File: src/hw/rtl/rcp_pkg.sv
// Package for the random cyclic permutation block: kind and register codes,
// generator constants, sequencer step codes and the multiply-unit control struct.
// No dependencies.
`timescale 1ns / 1ps

package rcp_pkg;

    localparam int VAL_W    = 15;
    localparam int IDX_W    = 15;
    localparam int LEN_W    = 16;
    localparam int SEED_W   = 32;
    localparam int GEN_W    = 48;
    localparam int MUL_A_W  = 24;
    localparam int MUL_B_W  = 18;
    localparam int PROD_W   = MUL_A_W + MUL_B_W;
    localparam int SACC_W   = 64;
    localparam int QUOT_W   = SACC_W - GEN_W;
    localparam int STEP_W   = 4;

    localparam logic [35:0]        GEN_MUL = 36'h5DEECE66D;
    localparam logic [MUL_B_W-1:0] GEN_M0  = GEN_MUL[17:0];
    localparam logic [MUL_B_W-1:0] GEN_M1  = GEN_MUL[35:18];
    localparam logic [GEN_W-1:0]   GEN_ADD = 48'h00000000000B;
    localparam logic [15:0]        GEN_LOW = 16'h330E;

    localparam logic [1:0] KIND_IDENTITY = 2'd0;
    localparam logic [1:0] KIND_SHUFFLE  = 2'd1;
    localparam logic [1:0] KIND_READ     = 2'd2;

    localparam logic CFG_SEED   = 1'b0;
    localparam logic CFG_LENGTH = 1'b1;

    localparam logic [STEP_W-1:0] STEP_G0 = 4'd0;
    localparam logic [STEP_W-1:0] STEP_G1 = 4'd1;
    localparam logic [STEP_W-1:0] STEP_G2 = 4'd2;
    localparam logic [STEP_W-1:0] STEP_G3 = 4'd3;
    localparam logic [STEP_W-1:0] STEP_G4 = 4'd4;
    localparam logic [STEP_W-1:0] STEP_S0 = 4'd5;
    localparam logic [STEP_W-1:0] STEP_S1 = 4'd6;
    localparam logic [STEP_W-1:0] STEP_S2 = 4'd7;
    localparam logic [STEP_W-1:0] STEP_J  = 4'd8;
    localparam logic [STEP_W-1:0] STEP_WI = 4'd9;
    localparam logic [STEP_W-1:0] STEP_WJ = 4'd10;

    typedef struct packed {
        logic              run;
        logic              seed_load;
        logic [STEP_W-1:0] step;
    } rcp_mul_ctrl_t;

endpackage

File: src/hw/rtl/rcp_lcg_unit.sv
// Generator state and shared 24x18 multiplier: steps the 48-bit LCG and forms
// the scaled draw (span * x) >> 48 from partial products. Depends on rcp_pkg.
`timescale 1ns / 1ps

module rcp_lcg_unit
    import rcp_pkg::*;
(
    input  logic                clk,
    input  logic                rst_n,
    input  rcp_mul_ctrl_t       ctrl,
    input  logic [SEED_W-1:0]   seed,
    input  logic [MUL_B_W-1:0]  span,
    output logic [QUOT_W-1:0]   quot
);

    logic [GEN_W-1:0]   gen_reg;
    logic [GEN_W-1:0]   gen_next;
    logic [GEN_W-1:0]   acc_reg;
    logic [GEN_W-1:0]   acc_next;
    logic [SACC_W-1:0]  sacc_reg;
    logic [SACC_W-1:0]  sacc_next;
    logic [PROD_W-1:0]  prod_reg;
    logic [MUL_A_W-1:0] mul_a;
    logic [MUL_B_W-1:0] mul_b;

    always_comb
    begin
        case (ctrl.step)
            STEP_G0: begin mul_a = gen_reg[23:0];  mul_b = GEN_M0; end
            STEP_G1: begin mul_a = gen_reg[23:0];  mul_b = GEN_M1; end
            STEP_G2: begin mul_a = gen_reg[47:24]; mul_b = GEN_M0; end
            STEP_G3: begin mul_a = gen_reg[47:24]; mul_b = GEN_M1; end
            STEP_S0: begin mul_a = gen_reg[23:0];  mul_b = span;   end
            STEP_S1: begin mul_a = gen_reg[47:24]; mul_b = span;   end
            default: begin mul_a = gen_reg[23:0];  mul_b = span;   end
        endcase
    end

    always_comb
    begin
        gen_next  = gen_reg;
        acc_next  = acc_reg;
        sacc_next = sacc_reg;
        if (ctrl.seed_load)
        begin
            gen_next = {seed, GEN_LOW};
        end
        else if (ctrl.run)
        begin
            case (ctrl.step)
                STEP_G0: acc_next  = GEN_ADD;
                STEP_G1: acc_next  = acc_reg + GEN_W'(prod_reg);
                STEP_G2: acc_next  = acc_reg + (GEN_W'(prod_reg) << 18);
                STEP_G3: acc_next  = acc_reg + (GEN_W'(prod_reg) << 24);
                STEP_G4: gen_next  = acc_reg + (GEN_W'(prod_reg) << 42);
                STEP_S1: sacc_next = SACC_W'(prod_reg);
                STEP_S2: sacc_next = sacc_reg + (SACC_W'(prod_reg) << MUL_A_W);
                default: ;
            endcase
        end
    end

    always_ff @(posedge clk or negedge rst_n)
    begin
        if (!rst_n)
        begin
            gen_reg <= {32'd0, GEN_LOW};
        end
        else
        begin
            gen_reg <= gen_next;
        end
    end

    always_ff @(posedge clk)
    begin
        prod_reg <= mul_a * mul_b;
        acc_reg  <= acc_next;
        sacc_reg <= sacc_next;
    end

    assign quot = sacc_reg[SACC_W-1:GEN_W];

endmodule

File: config.mk
export PLATFORM = sky130hd
export DESIGN_NAME = rcp_lcg_unit
export DESIGN_NICKNAME = d
export VERILOG_FILES = /design/src/hw/rtl/rcp_pkg.sv /design/src/hw/rtl/rcp_lcg_unit.sv
export SDC_FILE = /design/constraint.sdc
export NUM_CORES = 2
export LEC_CHECK = 0
export ABC_AREA = 0
export BUFFER_PORTS_ARGS = -buffer_cell sky130_fd_sc_hd__buf_2
export CORE_MARGIN = 1.5
export CORE_UTILIZATION = 45
export DETAILED_ROUTE_END_ITERATION = 7
export MAX_ROUTING_LAYER = met4
export PLACE_DENSITY = 0.72
export SYNTH_ARGS = -nofsm -noshare
export SYNTH_HDL_FRONTEND = slang
export SYNTH_SLANG_ARGS = --single-unit
File: constraint.sdc
create_clock -name clk -period 19.6 [get_ports clk]
set_input_delay 0.98 -clock clk [delete_from_list [all_inputs] [get_ports clk]]
set_output_delay 0.98 -clock clk [all_outputs]
set_load 0.02 [all_outputs]
==> results.py <==
metrics = {
    "outcome": {
        "status": "complete, no violations",
    },
    "floorplan": {
        "fp-row-count": 90,
        "dieArea_um2": 63000,
        "core_area_um2": 60600,
        "die_y_um": 251,
        "die_w_um": 251,
        "initial_core_util_pct": 45.7,
        "io_pins": 74,
    },
    "synth": {
        "synth_top_area_cell": "fa_1",
        "syn_avg_cell_area_um2": 8.54,
        "synth_edf_count": 88,
        "yosys-top-cells-count": "459 x nand2_1, 454 x inv_1, 357 x fa_1, 328 x nor2_1, 254 x ha_1",
        "synthFlopType": "edfxtp_1",
        "syn_nets": 3911,
        "synth.top_cells.by_area": "fa_1 26%, ha_1 11%, edfxtp_1 9.5%",
        "yosysUniqueCellTypes": 72,
        "ys_async_sr_fraction_pct": 27.0,
        "synth_area_um2": 27700,
        "synth.most_common_cell": "nand2_1",
        "ys_warn_count": 0,
        "synth_seq_cells": 178,
        "syn_inst": 3242,
        "synth_seq_area_share_pct": 17.0,
        "synth_top_area_share_pct": 25.8,
    },
    "timing": {
        "slew_headroom_pct": 22.4,
        "tightest_slew_ps": 1160,
        "fin_setup_tns_ps": 0,
        "fin_crit_sh_pct": 43.6,
        "setup_violations": 0,
        "finalHoldViolCount": 0,
        "slew_viol_final": 0,
        "fin_skew_ps": 23.0,
        "max_freq_mhz": 117,
        "grt_setup_unrepaired": "no",
        "fin_crit_ps": 8540,
    },
    "clock_tree": {
        "cts-buffers-inserted": 17,
        "path_clk_slew_ps": 80,
        "ctsResizeCount": 0,
        "postCtsSetupBuffers": 0,
        "htreeDepth": 4,
        "clockBufferDepth": 2,
        "clk_latency_ps": 470,
        "cts_root_buf": "clkbuf_16",
        "cts_tree": "yes",
        "cts_sinks": 178,
        "cts_hold_buf": 0,
    },
    "global_routing": {
        "grt_pass1_vias": 22867,
        "grt_util_all_layers_pct": 28.6,
        "grt_max_degree": 82,
        "antenna_found_initial": 0,
        "grt_pass1_wl_mm": 133,
        "grt_overflow": 0,
    },
    "final_layout": {
        "num_antenna_cells": 0,
        "nFillCells": 5822,
        "syn2layout_area_growth_pct": 5.88,
        "final_core_util_pct": 48.4,
        "multi_input_area_um2": 20700,
        "nets": 3896,
        "drive_gt1_share_pct": 5.80,
        "final-seq-area_um2": 4690,
    },
    "placed_design": {
        "portBuffers": 73,
        "dp_hpwl_mm": 69.5,
        "routabilityCongestion": 0.994,
    },
    "detailed_routing": {
        "wl_per_cell_um": 21.6,
        "ant_nets": 0,
        "routed_wirelength_mm": 87.0,
        "viasPerCell": 5.85,
        "drc": 0,
        "vias": 23512,
        "drtIter0Drc": 2019,
        "first_pass_iters": 7,
    },
    "setup_path": {
        "critPathLaunchType": "input pin",
        "critPathKind": "input pin to register",
        "worstPathRequired_ps": 19980,
        "timing.critical_path.mode_cell": "fa_1",
        "crit_family": "adder cells",
        "critPathBufInv": 6,
        "cp_max_fo": 48,
        "cp.arrival_ps": 8920,
        "slowest_delay_ps": 920,
        "worst_setup_path_end_kind": "register",
        "crit_path_top_delay_cell": "mux2i_1",
    },
    "min_path": {
        "hp-class": "register to register",
    },
    "flow_run": {
        "drv_cap": 0,
    },
}
-- tightest hold or removal path: stages, from the launching register on --
cell      delay [ps]
dfstp_2          380
nand2_1           50
nand3b_1          70
-- metal layers --
layer	vias to the layer above	routed length [um]	global-route usage, %	part of all wire, %
li1	10607	-	-	-
met1	11594	36000	37.4	41
met2	1117	39000	43.7	45
met3	194	8390	6.03	9.6
met4	0	3630	10.8	4.2
met5	-	0	-	0
-- cells in the final DEF (no fill, tap or decap), types with 17 or more instances in the layout --
| cell type | n |
|---|---|
| mux2i_1 | 55 |
| a21o_1 | 92 |
| buf_4 | 26 |
| nor3_1 | 17 |
| dfrtp_1 | 41 |
| nor2b_1 | 27 |
| nand2b_1 | 30 |
| inv_1 | 454 |
| o21a_1 | 26 |
| and3_1 | 18 |
| nand2_1 | 458 |
| clkbuf_16 | 17 |
| ha_1 | 254 |
| nor2_1 | 327 |
| buf_2 | 73 |
| dfxtp_1 | 42 |
| edfxtp_1 | 88 |
| xor2_1 | 66 |
| o21ai_0 | 164 |
| mux2_2 | 26 |
| nand4_1 | 19 |
| nand3_1 | 42 |
| fa_1 | 357 |
| a21oi_1 | 185 |
| xnor2_1 | 87 |
| o21bai_1 | 22 |
-- metrics by stage --
step           cell area, um2  worst slack, ps  cells  hold slack [ps]
2_1_floorplan           27700            11400   3242              469
3_3_place_gp            28700            10920   3990              485
3_5_place_dp            28700            10750   3990              488
4_1_cts                 29300            11200   4022              502
5_1_grt                 29300            10630   4022              515
6_report                29300            11060   4022              504
-- area by class of cell --
cell class	instances	area share (%)
clock buffers	17	1.45
clock inverters	15	0.679
inverters	454	5.82
multi-input cells	2477	70.8
flip-flops and latches	178	16.0
well taps	782	3.34
repair buffers	99	1.91
-- logic make-up after synthesis --
| kind of cell | synth area share [%] |
|---|---|
| adder cells (fa/ha/maj) | 37.3 |
| buffers and inverters | 8.18 |
| flip-flops | 17.0 |
| AND/OR/NAND/NOR | 15.4 |
| multiplexers | 3.05 |
| AO/OA/AOI/OAI | 14.3 |
| XOR/XNOR | 4.84 |
-- final timing paths --
check	cells after the start	start	end	slack, ps
min reg2reg	2	gen_reg[12]	gen_reg[12]	500
min in group asynchronous	2	rst_n	gen_reg[23]	640
max reg2reg	23	gen_reg[29]	prod_reg[40]	12320
max	27	ctrl[0]	prod_reg[40]	11060
max in group asynchronous	2	rst_n	gen_reg[14]	18470
min	2	gen_reg[12]	gen_reg[12]	500
Power is left out: the tool's default activity adds up to more than one toggle a clock period on the data nets, which glitch-free logic cannot reach.
